File: src/design/bks_pkg.sv
// Package for the bounded key stack: opcodes, status codes, payload structs
// and the command/status bundles between controller and datapath.
// No dependencies.
`timescale 1ns / 1ps

package bks_pkg;

  localparam int unsigned DepthDefault   = 32;
  localparam int unsigned KeyBitsDefault = 64;
  localparam int unsigned MaxResults     = 32;
  localparam int unsigned NumBits        = $clog2(MaxResults);
  localparam int unsigned KeepBits       = 6;
  localparam logic [KeepBits-1:0] KeepReset = 6'd10;

  typedef enum logic [2:0] {
    OP_PUSH    = 3'd0,
    OP_POP     = 3'd1,
    OP_PEEK    = 3'd2,
    OP_SEARCH  = 3'd3,
    OP_DISPLAY = 3'd4,
    OP_TRUNC   = 3'd5
  } op_e;

  typedef enum logic [2:0] {
    ST_OK    = 3'd0,
    ST_FULL  = 3'd1,
    ST_EMPTY = 3'd2,
    ST_DUP   = 3'd3,
    ST_MISS  = 3'd4
  } status_e;

  typedef struct packed {
    op_e         opcode;
    logic [63:0] key;
  } in_t;

  typedef struct packed {
    status_e     status;
    logic [63:0] entry_key;
    logic [4:0]  entry_pos;
    logic        last;
  } out_t;

  typedef struct packed {
    logic load;       // capture the accepted item
    logic scan_run;   // step the membership scan
    logic rd_top;     // read the top entry
    logic rd_disp;    // read at the display pointer
    logic disp_init;  // set the display pointer to the top
    logic emit_resp;  // load the single result and update the stack
    logic emit_disp;  // load one display result and step down
  } cmd_t;

  typedef struct packed {
    logic fill_zero;
    logic scan_busy;
    logic out_free;
    logic disp_last;
  } sts_t;

endpackage

File: src/design/bks_dpath.sv
// Datapath of the bounded key stack: entry memory, fill count, keep_count
// register, scan and display counters, output register.
// Depends on bks_pkg.
`timescale 1ns / 1ps

module bks_dpath import bks_pkg::*; #(
  parameter int unsigned DEPTH    = DepthDefault,
  parameter int unsigned KEY_BITS = KeyBitsDefault
) (
  input  logic                clk_i,
  input  logic                rst_ni,
  input  in_t                 in_data_i,
  input  logic                cfg_we_i,
  input  logic [KeepBits-1:0] cfg_wdata_i,
  input  cmd_t                cmd_i,
  output sts_t                sts_o,
  output logic                out_valid_o,
  input  logic                out_ready_i,
  output out_t                out_data_o
);

  localparam int unsigned IW   = $clog2(DEPTH);
  localparam int unsigned CW   = $clog2(DEPTH + 1);
  localparam int unsigned CMPW = (CW > KeepBits) ? CW : KeepBits;

  logic [KEY_BITS-1:0] mem_q [DEPTH];
  logic [KEY_BITS-1:0] rdata_q;
  logic [IW-1:0]       raddr;
  logic                wen;

  op_e                 op_q;
  logic [KEY_BITS-1:0] key_q;
  logic [CW-1:0]       fill_q, fill_d;
  logic [KeepBits-1:0] keep_q;
  logic [CW-1:0]       scan_q;
  logic                rd_vld_q;
  logic                hit_q;
  logic [IW-1:0]       disp_q;
  logic [NumBits-1:0]  num_q;
  logic                issuing;
  logic                full;
  logic                out_valid_q;
  out_t                out_q;
  out_t                res;

  assign issuing = cmd_i.scan_run && (scan_q < fill_q);
  assign full    = (fill_q >= CW'(DEPTH));

  assign sts_o.fill_zero = (fill_q == '0);
  assign sts_o.scan_busy = (scan_q < fill_q) || rd_vld_q;
  assign sts_o.out_free  = !out_valid_q || out_ready_i;
  assign sts_o.disp_last = (disp_q == '0) || (num_q == NumBits'(MaxResults - 1));

  always_comb begin
    if (cmd_i.rd_disp) begin
      raddr = disp_q;
    end else if (cmd_i.rd_top) begin
      raddr = IW'(fill_q - CW'(1));
    end else begin
      raddr = scan_q[IW-1:0];
    end
  end

  assign wen = cmd_i.emit_resp && (op_q == OP_PUSH) && !hit_q && !full;

  always_ff @(posedge clk_i) begin
    if (wen) begin
      mem_q[fill_q[IW-1:0]] <= key_q;
    end
    rdata_q <= mem_q[raddr];
  end

  always_ff @(posedge clk_i) begin
    if (cmd_i.load) begin
      op_q  <= in_data_i.opcode;
      key_q <= in_data_i.key[KEY_BITS-1:0];
    end
  end

  always_comb begin
    fill_d = fill_q;
    if (cmd_i.load && (in_data_i.opcode == OP_TRUNC) &&
        (CMPW'(fill_q) > CMPW'(keep_q))) begin
      fill_d = CW'(keep_q);
    end else if (wen) begin
      fill_d = fill_q + CW'(1);
    end else if (cmd_i.emit_resp && (op_q == OP_POP) && !sts_o.fill_zero) begin
      fill_d = fill_q - CW'(1);
    end
  end

  always_ff @(posedge clk_i or negedge rst_ni) begin
    if (!rst_ni) begin
      fill_q   <= '0;
      keep_q   <= KeepReset;
      scan_q   <= '0;
      rd_vld_q <= 1'b0;
      hit_q    <= 1'b0;
      disp_q   <= '0;
      num_q    <= '0;
    end else begin
      fill_q <= fill_d;
      if (cfg_we_i) begin
        keep_q <= cfg_wdata_i;
      end
      rd_vld_q <= issuing;
      if (cmd_i.load) begin
        scan_q <= '0;
        hit_q  <= 1'b0;
      end else begin
        if (issuing) begin
          scan_q <= scan_q + CW'(1);
        end
        if (rd_vld_q && (rdata_q == key_q)) begin
          hit_q <= 1'b1;
        end
      end
      if (cmd_i.disp_init) begin
        disp_q <= IW'(fill_q - CW'(1));
        num_q  <= '0;
      end else if (cmd_i.emit_disp) begin
        disp_q <= disp_q - IW'(1);
        num_q  <= num_q + NumBits'(1);
      end
    end
  end

  always_comb begin
    res           = '0;
    res.status    = ST_OK;
    res.last      = 1'b1;
    if (cmd_i.emit_disp) begin
      res.entry_key = 64'(rdata_q);
      res.entry_pos = 5'(disp_q);
      res.last      = sts_o.disp_last;
    end else begin
      case (op_q)
        OP_PUSH: begin
          if (hit_q) begin
            res.status = ST_DUP;
          end else if (full) begin
            res.status = ST_FULL;
          end
        end
        OP_POP, OP_PEEK: begin
          if (sts_o.fill_zero) begin
            res.status = ST_EMPTY;
          end else begin
            res.entry_key = 64'(rdata_q);
            res.entry_pos = 5'(fill_q - CW'(1));
          end
        end
        OP_SEARCH: begin
          res.status = hit_q ? ST_OK : ST_MISS;
        end
        default: begin
          // display or truncate of an empty stack
          res.status = ST_EMPTY;
        end
      endcase
    end
  end

  always_ff @(posedge clk_i or negedge rst_ni) begin
    if (!rst_ni) begin
      out_valid_q <= 1'b0;
    end else if (cmd_i.emit_resp || cmd_i.emit_disp) begin
      out_valid_q <= 1'b1;
    end else if (out_ready_i) begin
      out_valid_q <= 1'b0;
    end
  end

  always_ff @(posedge clk_i) begin
    if (cmd_i.emit_resp || cmd_i.emit_disp) begin
      out_q <= res;
    end
  end

  assign out_valid_o = out_valid_q;
  assign out_data_o  = out_q;

`ifndef SYNTHESIS
  a_fill_bound: assert property (@(posedge clk_i) disable iff (!rst_ni)
    fill_q <= CW'(DEPTH))
    else $error("fill count above depth");

  a_emit_free: assert property (@(posedge clk_i) disable iff (!rst_ni)
    (cmd_i.emit_resp || cmd_i.emit_disp) |-> sts_o.out_free)
    else $error("result loaded over an unaccepted item");

  a_dup_keeps: assert property (@(posedge clk_i) disable iff (!rst_ni)
    (cmd_i.emit_resp && (op_q == OP_PUSH) && hit_q) |=> fill_q == $past(fill_q))
    else $error("duplicate push changed the stack");

  a_pop_drops: assert property (@(posedge clk_i) disable iff (!rst_ni)
    (cmd_i.emit_resp && (op_q == OP_POP) && !sts_o.fill_zero)
      |=> fill_q == $past(fill_q) - CW'(1))
    else $error("pop did not drop the top entry");
`endif

endmodule

File: src/design/bks_ctrl.sv
// Controller of the bounded key stack: sequences scan, read, display and
// result loading for one item at a time. Depends on bks_pkg.
`timescale 1ns / 1ps

module bks_ctrl import bks_pkg::*; (
  input  logic clk_i,
  input  logic rst_ni,
  input  logic in_valid_i,
  output logic in_ready_o,
  input  op_e  op_i,
  input  sts_t sts_i,
  output cmd_t cmd_o
);

  localparam logic [2:0] S_IDLE   = 3'd0;
  localparam logic [2:0] S_SCAN   = 3'd1;
  localparam logic [2:0] S_READ   = 3'd2;
  localparam logic [2:0] S_RESP   = 3'd3;
  localparam logic [2:0] S_DSTART = 3'd4;
  localparam logic [2:0] S_DREAD  = 3'd5;
  localparam logic [2:0] S_DEMIT  = 3'd6;

  logic [2:0] state_q, state_d;

  assign in_ready_o = (state_q == S_IDLE);

  always_comb begin
    state_d = state_q;
    cmd_o   = '0;
    case (state_q)
      S_IDLE: begin
        if (in_valid_i) begin
          cmd_o.load = 1'b1;
          case (op_i)
            OP_PUSH, OP_SEARCH:  state_d = S_SCAN;
            OP_POP, OP_PEEK:     state_d = sts_i.fill_zero ? S_RESP : S_READ;
            OP_DISPLAY, OP_TRUNC: state_d = S_DSTART;
            default:             state_d = S_IDLE;  // drop unused opcodes
          endcase
        end
      end
      S_SCAN: begin
        cmd_o.scan_run = 1'b1;
        if (!sts_i.scan_busy) begin
          state_d = S_RESP;
        end
      end
      S_READ: begin
        cmd_o.rd_top = 1'b1;
        state_d      = S_RESP;
      end
      S_RESP: begin
        cmd_o.rd_top = 1'b1;
        if (sts_i.out_free) begin
          cmd_o.emit_resp = 1'b1;
          state_d         = S_IDLE;
        end
      end
      S_DSTART: begin
        cmd_o.disp_init = 1'b1;
        state_d         = sts_i.fill_zero ? S_RESP : S_DREAD;
      end
      S_DREAD: begin
        cmd_o.rd_disp = 1'b1;
        state_d       = S_DEMIT;
      end
      S_DEMIT: begin
        cmd_o.rd_disp = 1'b1;
        if (sts_i.out_free) begin
          cmd_o.emit_disp = 1'b1;
          state_d         = sts_i.disp_last ? S_IDLE : S_DREAD;
        end
      end
      default: begin
        state_d = S_IDLE;
      end
    endcase
  end

  always_ff @(posedge clk_i or negedge rst_ni) begin
    if (!rst_ni) begin
      state_q <= S_IDLE;
    end else begin
      state_q <= state_d;
    end
  end

`ifndef SYNTHESIS
  a_disp_end: assert property (@(posedge clk_i) disable iff (!rst_ni)
    (cmd_o.emit_disp && sts_i.disp_last) |=> in_ready_o)
    else $error("display did not end on its last item");

  a_one_emit: assert property (@(posedge clk_i) disable iff (!rst_ni)
    !(cmd_o.emit_resp && cmd_o.emit_disp))
    else $error("two results loaded at once");

  a_resp_done: assert property (@(posedge clk_i) disable iff (!rst_ni)
    cmd_o.emit_resp |=> state_q == S_IDLE)
    else $error("single-result item did not finish");
`endif

endmodule

File: src/design/bounded_key_stack_with_search.sv
// Bounded LIFO stack of keys with membership search: top level.
// Instantiates bks_ctrl and bks_dpath; depends on bks_pkg.
//
// Usage:
//   Input channel (in_valid_i/in_ready_o/in_data_i) takes one item: opcode
//   and key. Output channel (out_valid_o/out_ready_i/out_data_o) gives the
//   result items, the final one of each input with last set. keep_count is
//   to be written through cfg_we_i/cfg_wdata_i while the block is idle;
//   the block does not enforce this. One item is worked on at a time;
//   in_ready_o rises once the previous item has loaded its final result
//   into the output register. Steps, with N stored entries:
//     push, search         scan of the N entries, one memory read per
//                          cycle, compare on the registered read data
//     pop, peek            read of the top entry, skipped when empty
//     display, truncate    pointer set to the top, then for each result
//                          a read then a load, at most 32 results
//   Reset empties the stack and sets keep_count to 10; the entry memory is
//   not cleared. When the receiver stalls the result waits in the output
//   register and the sequencer holds until it is taken.
`timescale 1ns / 1ps

module bounded_key_stack_with_search import bks_pkg::*; #(
  parameter int unsigned DEPTH    = DepthDefault,
  parameter int unsigned KEY_BITS = KeyBitsDefault
) (
  input  logic                clk_i,
  input  logic                rst_ni,
  input  logic                in_valid_i,
  output logic                in_ready_o,
  input  in_t                 in_data_i,
  output logic                out_valid_o,
  input  logic                out_ready_i,
  output out_t                out_data_o,
  input  logic                cfg_we_i,
  input  logic [KeepBits-1:0] cfg_wdata_i
);

  cmd_t cmd;
  sts_t sts;

  bks_ctrl u_ctrl (
    .clk_i      (clk_i),
    .rst_ni     (rst_ni),
    .in_valid_i (in_valid_i),
    .in_ready_o (in_ready_o),
    .op_i       (in_data_i.opcode),
    .sts_i      (sts),
    .cmd_o      (cmd)
  );

  bks_dpath #(
    .DEPTH    (DEPTH),
    .KEY_BITS (KEY_BITS)
  ) u_dpath (
    .clk_i       (clk_i),
    .rst_ni      (rst_ni),
    .in_data_i   (in_data_i),
    .cfg_we_i    (cfg_we_i),
    .cfg_wdata_i (cfg_wdata_i),
    .cmd_i       (cmd),
    .sts_o       (sts),
    .out_valid_o (out_valid_o),
    .out_ready_i (out_ready_i),
    .out_data_o  (out_data_o)
  );

endmodule
File: config.mk
export PLATFORM = sky130hd
export DESIGN_NAME = bounded_key_stack_with_search
export DESIGN_NICKNAME = d
export VERILOG_FILES = /design/src/design/bks_pkg.sv /design/src/design/bks_dpath.sv /design/src/design/bks_ctrl.sv /design/src/design/bounded_key_stack_with_search.sv
export SDC_FILE = /design/constraint.sdc
export NUM_CORES = 2
export LEC_CHECK = 0
export BUFFER_PORTS_ARGS = -buffer_cell sky130_fd_sc_hd__buf_2
export CORE_ASPECT_RATIO = 0.75
export CORE_MARGIN = 3
export CORE_UTILIZATION = 56
export DETAILED_ROUTE_END_ITERATION = 6
export GPL_TIMING_DRIVEN = 0
export PLACE_DENSITY = 0.77
export SLEW_MARGIN = 20
export SYNTH_ARGS = -nofsm -noshare
export SYNTH_HDL_FRONTEND = slang
export SYNTH_SLANG_ARGS = --single-unit
File: constraint.sdc
create_clock -name clk_i -period 5.4 [get_ports clk_i]
set_clock_uncertainty 0.2 [all_clocks]
set_input_delay 1.08 -clock clk_i [delete_from_list [all_inputs] [get_ports clk_i]]
set_output_delay 1.08 -clock clk_i [all_outputs]
set_load 0.005 [all_outputs]
* Word-level counts from Yosys, hierarchy flattened *
Memory sizes are Yosys's and may differ from the RTL's. A register that Yosys moved wholly into a read port is not among the register bits.
Cells that the tools add are included.

cells by class
  add/sub/neg operators = 5
  multiply operators = 0
  div/mod/pow operators = 0
  $lt $le $gt $ge = 3
  equal/unequal tests = 20
  shift operators = 0
  multiplexer cells = 43
  bitwise logic cells = 0
  reduce and logical (&&, ||, !) cells = 34

operators by type and width
  operator             number
  $mux 69              3
  $eq 64x64->1         1
  $mux 5               6
  $mux 6               5
  $mux 3               8
  $pmux 3 s7           1
  $eq 3x2->1 const B   6
  $pmux 3 s3           2
  $mux 1               17
  $eq 3x3->1 const B   5
  $add 6x1->6 const B  2
  $reduce_or 2->1      6
  $eq 3x1->1 const B   3
  $logic_and 1x1->1    9
  $logic_not 3->1      3
  $ne 2x2->1 const B   4
  $reduce_bool 2->1    4
  $ge 6x6->1 const B   1
  $gt 6x6->1           1
  $logic_not 6->1      1
  $lt 6x6->1           1
  $sub 6x1->6 const B  1
  $add 5x1->5 const B  1
  $eq 5x5->1 const B   1
  7 further kinds      13

storage, ports and cells
  flip-flop bits (word level) = 174
  latch bits = 0
  bits in writable memories = 2048
  ROM bits = 0
  bits of input ports = 78
  output and inout port bits = 75
  memories = 1

memories
  name           words  width  read ports  clocked after Yosys merged registers in  write ports  line             source
  u_dpath.mem_q  32     64     1           1                                        1            bks_dpath.sv:26  logic [KEY_BITS-1:0] mem_q [DEPTH];

* Longest topological paths before layout *
  word-level depth = 9
  mapped depth = 12
  gate-level depth less buffers = 9

* Hierarchy *
Synthesis repeated with hierarchy kept, for this count alone.

unflattened totals
  cells, all modules = 4672
  area, all modules = 87146.1 um2

modules (own cells, without submodules)
  module     instances  cells each  area each (um2)  sequential area each (um2)
  bks_dpath  1          4624        86808.3          67762.5
  bks_ctrl   1          48          337.8            75.1

* Least setup slack after synthesis *
OpenSTA, ideal clock, no wires.

  path type = in2reg
  start point = in out_ready_i
  end point = mem u_dpath.mem_q[19][0] in the netlist's numbering (enable)
  setup time = 0.487 ns
  arrival = 4.600 ns
  data required time = 4.713 ns
  slack = 0.114 ns
  stages on the path = 4
  buffers on the path = 0
  path through = nor2b_1 nor4_4 nand2_1 nor2_1

on the way
  word-level cells in the longest chain between the ends = 8

ends and longest elaborated chain
  element                          line                                 source
  from (decl)                      bounded_key_stack_with_search.sv:32  input logic out_ready_i,
  $logic_or 1x1->1                 bks_dpath.sv:51                      assign sts_o.out_free = !out_valid_q || out_ready_i;
  $mux 1                           bks_ctrl.sv:54                       if (sts_i.out_free) begin
  $mux 1                           bks_ctrl.sv:30                       case (state_q)
  $logic_and 1x1->1 (3 in series)  bks_dpath.sv:64                      assign wen = cmd_i.emit_resp && (op_q == OP_PUSH) && !hit_q && !full;
  $mux 1                           bks_dpath.sv:67                      if (wen) begin
  $mux 1 (implied by the code)     bks_dpath.sv:68                      mem_q[fill_q[IW-1:0]] <= key_q;
  to (decl)                        bks_dpath.sv:26

Every way passes these cells.

* Worst setup path after layout *
  start point = reg u_dpath.fill_q[0]
  end point = reg u_dpath.rdata_q[25] (read register of u_dpath.mem_q)

on the way
  word-level cells in the longest chain between the ends = 3

ends and longest elaborated chain
  element                 line              source
  from (decl)             bks_dpath.sv:33   logic [CW-1:0] fill_q, fill_d;
  from (signal assigned)  bks_dpath.sv:102  fill_q <= fill_d;
  $sub 6x1->6             bks_dpath.sv:58   raddr = IW'(fill_q - CW'(1));
  $mux 5                  bks_dpath.sv:57   end else if (cmd_i.rd_top) begin
  $mux 5                  bks_dpath.sv:55   if (cmd_i.rd_disp) begin
  to (decl)               bks_dpath.sv:27   logic [KEY_BITS-1:0] rdata_q;

Every way passes these cells.
A chain may end at the register's enable or synchronous reset.

==> results.md <==
Status:
- The flow ran to the end, and the final reports show no timing, DRC or antenna violations.

Die:
- The starting density of the core is 56.6%.
- In this run the count of I/O pins placed on the die edge is 153.
- The floorplan has 124 rows.
- The die covers 160000 um^2.
- The core region is approximately 150000 um^2.
- The overall die height is roughly 350 um.
- The die is between 400 and 500 um wide.

Placed design:
- Once detailed placement completed, the half-perimeter wirelength came to 154000 um.
- The routability-driven placement congestion ratio is ~0.9.
- The count of buffers inserted at the top-level ports is 152.

CTS:
- The maximum level of the CTS H-tree is 4.
- TritonCTS built the clock tree.
- Clock latency on the worst-skew pair, taken at its later pin, is ~850 ps.
- Clock-pin slew was measured on the worst setup and hold paths at 60 ps.
- The number of clock buffers added by TritonCTS is 200.
- The root buffer selected by CTS is sky130_fd_sc_hd__clkbuf_16.
- The clock net in this run drives a total of 2286 sinks.
- The maximum root-to-sink buffer count is 3.
- The cts-stage hold buffer count is 0.

Critical path:
- The data arrival time at the worst-slack endpoint is ~5700 ps.
- The kind of start point of the critical path is a flip-flop.
- The kind of cell with the highest combined delay along the critical path is buffers and inverters.
- On the worst path, the slowest cell contributes a delay of 750 ps.
- The critical path contains buffers and inverters numbering 3 combined.
- The source of the critical timing path is u_dpath.fill_q[0]$_DFFE_PN0P_.
- The required time reported for the critical path endpoint is 5960 ps.
- The signal on the critical path passes through inv_1 > ha_1 > nor3b_2 > xnor2_1 > o221ai_1 > nor3_4 > buf_8 > clkbuf_1 > a22oi_1 > nand4_1.
- The startpoint identified for the worst register-to-register timing path is u_dpath.fill_q[0]$_DFFE_PN0P_.
- The worst setup path is captured at a flip-flop.
- The kind of critical path is reg -> reg.
- On the critical path, the stage with the largest delay is an instance of sky130_fd_sc_hd__nor3_4.
- The critical-path maximum fanout is 10.

Layout:
- Registers take about 68000 um^2.
- Relative to the synthesized area, the layout overhead comes to 15.1%.
- In the final layout, the multi-input gates occupy around 18000 um^2.
- The net count of the finished layout is 5057.
- The layout has 9634 filler cells.
- The share of layout cells above drive strength 1 is approximately 22%.

GRT:
- The via count of the first global-routing pass was 46600.
- The global-route wire length before repair is 327000 um.
- Global routing consumed, over all layers together, 28.5% of the routing resources.
- Entering global routing, the biggest net connects 46 pins.
- The number of antenna violations at the first check in global routing is 10.
- The aggregate global routing overflow is 0.

Detailed routing:
- In the routed design, unresolved DRC markers number 0.
- After detailed routing, the total wire length is 229000 um.
- For this run, the detailed router's first-pass iteration total came to 6.
- The detailed router finished its first iteration with ~8400 violations.
- The average via count per standard cell is 6.72.
- Once detail routing completed, the nets flagged for antenna violations numbered 0.
- The final route contains 48200 vias.
- The wire length per cell after detailed routing is 31.9 um.

Worst hold path:
- The path class of the tightest hold or removal check is in -> async.

STA:
- Headroom to the max-slew limit came out at about 15%.
- The worst path uses 95.2% of the clock period.
- The count of pins over their slew limit came to 0.
- Timing would allow up to about 0.19 GHz.
- The shortest clock period the worst path allows after layout is about 5100 ps.
- For the pin with the worst max-slew slack, the measured transition is 1270 ps.
- The count of final setup violators is 0.
- The number of hold violations in the final report is 0.
- Setup repair after global routing left no endpoint under its margin.
- The sum of negative setup slack is 0 ps.

Logic synthesis:
- The flip-flop cell with the highest count after synthesis is sky130_fd_sc_hd__edfxtp_1.
- The number of flops mapped to enable cells by yosys is 2188.
- The number of warning messages in the yosys log is 0.
- The synthesized instance count is 4472.
- The synthesis-stage register bit count is 2286.
- After synthesis, the mean cell area works out to 19.4 um^2.
- Counting flops with an async set or reset pin after synthesis yields a share of 1.49%.
- The post-synthesis cell area is between 80000 and 90000 um^2.
- The net count after synthesis is 4571.
- The number of distinct library cells after synthesis is 77.
- The sequential share of the synthesized area is 78.3%.

Power:
- Summed over all nets, the switching power comes to 22300 uW.
- In this run the power density over the cells is between 600 and 700 nW/um^2.
- Of the total power, the clock network draws approximately a quarter.
- The overall power is 59800 uW.
- The switching portion of total power is 37.2%.
- Across the VDD grid, the largest voltage drop is 468 uV.
- The logic gate share of total power is about two fifths.
- The part of the total power dissipated in sequential elements is 36.7%.
- Internal power comes to 37600 uW.
- The standby leakage power is 0.0321 uW.

Flow run:
- The total of max-cap violations is 0.
-- placed cells by master (no fill, tap or decap), types with 32 or more instances in the layout --
cell type | synthesis | routed
sky130_fd_sc_hd__buf_12 | 0 | 71
sky130_fd_sc_hd__dfrtp_1 | 32 | 32
sky130_fd_sc_hd__xnor2_1 | 46 | 44
sky130_fd_sc_hd__nor2_4 | 1 | 36
sky130_fd_sc_hd__nand2_1 | 424 | 424
sky130_fd_sc_hd__edfxtp_1 | 2188 | 2188
sky130_fd_sc_hd__clkinv_2 | 0 | 35
sky130_fd_sc_hd__a22oi_1 | 187 | 187
sky130_fd_sc_hd__buf_2 | 109 | 257
sky130_fd_sc_hd__inv_1 | 34 | 34
sky130_fd_sc_hd__nor2_1 | 74 | 41
sky130_fd_sc_hd__nand4_1 | 73 | 73
sky130_fd_sc_hd__a211oi_1 | 74 | 74
sky130_fd_sc_hd__a32oi_1 | 62 | 62
sky130_fd_sc_hd__clkbuf_1 | 111 | 162
sky130_fd_sc_hd__mux4_2 | 378 | 378
sky130_fd_sc_hd__a31oi_1 | 66 | 66
sky130_fd_sc_hd__nand3_1 | 137 | 137
sky130_fd_sc_hd__and3_1 | 68 | 68
sky130_fd_sc_hd__nor2b_1 | 62 | 62
sky130_fd_sc_hd__dfxtp_1 | 64 | 64
sky130_fd_sc_hd__clkbuf_16 | 0 | 202
-- flip-flops by register name, summed over array words and instances, names as in the netlist --
register and count:
u_dpath.rdata_q 64, u_dpath.op_q 3, u_dpath.fill_q 6, u_dpath.scan_q 6, u_dpath.mem_q 2048, u_dpath.num_q 5, u_dpath.hit_q 1, u_dpath.disp_q 5
u_dpath.keep_q 6, u_dpath.rd_vld_q 1, u_dpath.key_q 64, u_dpath.out_valid_o 1, u_dpath.out_data_o 73, u_ctrl.state_q 3
-- power groups by stage --
stage	registers, uW	logic (uW)	clock network, uW
2_1_floorplan	22000	14100	0
3_3_place_gp	22500	21400	0
3_5_place_dp	22500	22100	0
4_1_cts	22200	22500	14700
5_1_grt	22000	24300	15300
6_report	22000	23300	14600
-- worst register-to-register path, cell delays in order (launching register included) --
cell and delay (ps):
sky130_fd_sc_hd__dfrtp_1 600, sky130_fd_sc_hd__inv_1 290, sky130_fd_sc_hd__ha_1 310, sky130_fd_sc_hd__nor3b_2 170
sky130_fd_sc_hd__xnor2_1 650, sky130_fd_sc_hd__o221ai_1 690, sky130_fd_sc_hd__nor3_4 750, sky130_fd_sc_hd__buf_8 280
sky130_fd_sc_hd__clkbuf_1 590, sky130_fd_sc_hd__a22oi_1 300, sky130_fd_sc_hd__nand4_1 220
-- cell usage after synthesis, types with 29 or more instances --
cell / n / area [um^2]
sky130_fd_sc_hd__dfxtp_1: 64 / 1280
sky130_fd_sc_hd__a32oi_1: 62 / 543
sky130_fd_sc_hd__nand2_1: 424 / 1590
sky130_fd_sc_hd__buf_2: 109 / 546
sky130_fd_sc_hd__o21ai_0: 29 / 145
sky130_fd_sc_hd__nor2_1: 74 / 278
sky130_fd_sc_hd__xnor2_1: 46 / 403
sky130_fd_sc_hd__nand4_1: 73 / 457
sky130_fd_sc_hd__edfxtp_1: 2188 / 65700
sky130_fd_sc_hd__a211oi_1: 74 / 556
sky130_fd_sc_hd__inv_1: 34 / 128
sky130_fd_sc_hd__a31oi_1: 66 / 413
sky130_fd_sc_hd__a22oi_1: 187 / 1400
sky130_fd_sc_hd__nor2b_1: 62 / 388
sky130_fd_sc_hd__dfrtp_1: 32 / 801
sky130_fd_sc_hd__and3_1: 68 / 425
sky130_fd_sc_hd__clkbuf_1: 111 / 417
sky130_fd_sc_hd__mux4_2: 378 / 8510
sky130_fd_sc_hd__nand3_1: 137 / 686
-- final timing paths --
kind	to	slack, ps	depth (start not counted)
max	u_dpath.rdata_q[25]$_DFF_P_	260	10
min	u_dpath.num_q[0]$_DFFE_PN0P_	120	1
min reg2reg	u_dpath.num_q[4]$_DFFE_PN0P_	340	2
max in group asynchronous	u_dpath.disp_q[1]$_DFFE_PN0P_	4370	1
min in group clk_i	u_dpath.key_q[38]$_DFFE_PN_	200	1
max reg2reg	u_dpath.rdata_q[25]$_DFF_P_	260	10
-- routing by layer --
metal | share of wire, % | GRT usage, % | up-vias
li1 | - | - | 19300
met2 | 45 | 40.9 | 3831
met5 | 0.0065 | 0 | -
met1 | 37 | 41.3 | 24600
met4 | 4.2 | 12.3 | 2
met3 | 14 | 8.40 | 506
-- per-stage QoR --
step	std cells	hold slack, ps	area, um^2	util, %	setup WS, ps
3_5_place_dp	6745	332	92500	60.5	145
2_1_floorplan	4472	289	86700	-	114
6_report	7172	118	99700	65.2	258
5_1_grt	7158	183	99700	65.1	152
3_3_place_gp	6640	318	89900	58.8	-3330
4_1_cts	7122	115	99200	64.9	96.9
-- timing repair --
action,4_1_cts,5_1_grt
buffers inserted,0,0
gates resized for setup,0,6
setup endpoints to repair,0,11
-- layout make-up --
type	instances	share of cell area (%)
buffer	256	1.18
timing repair buffer	284	3.50
antenna	23	0.0577
clock buffer	276	5.56
tap	2016	2.53
inverter	35	0.132
clock inverter	101	1.12
sequential	2286	68.0
multi-input combinational	1895	17.9
-- cells by family after synthesis --
logic type / after synthesis / synth area share [%]
compound gates: 505 / 4.28
xor+xnor: 65 / 0.657
fa+ha+maj: 21 / 0.303
buf+inv: 291 / 1.49
flops: 2286 / 78.3
mux: 385 / 9.91
simple gates: 919 / 5.08
(Power assumes the default switching activity.)
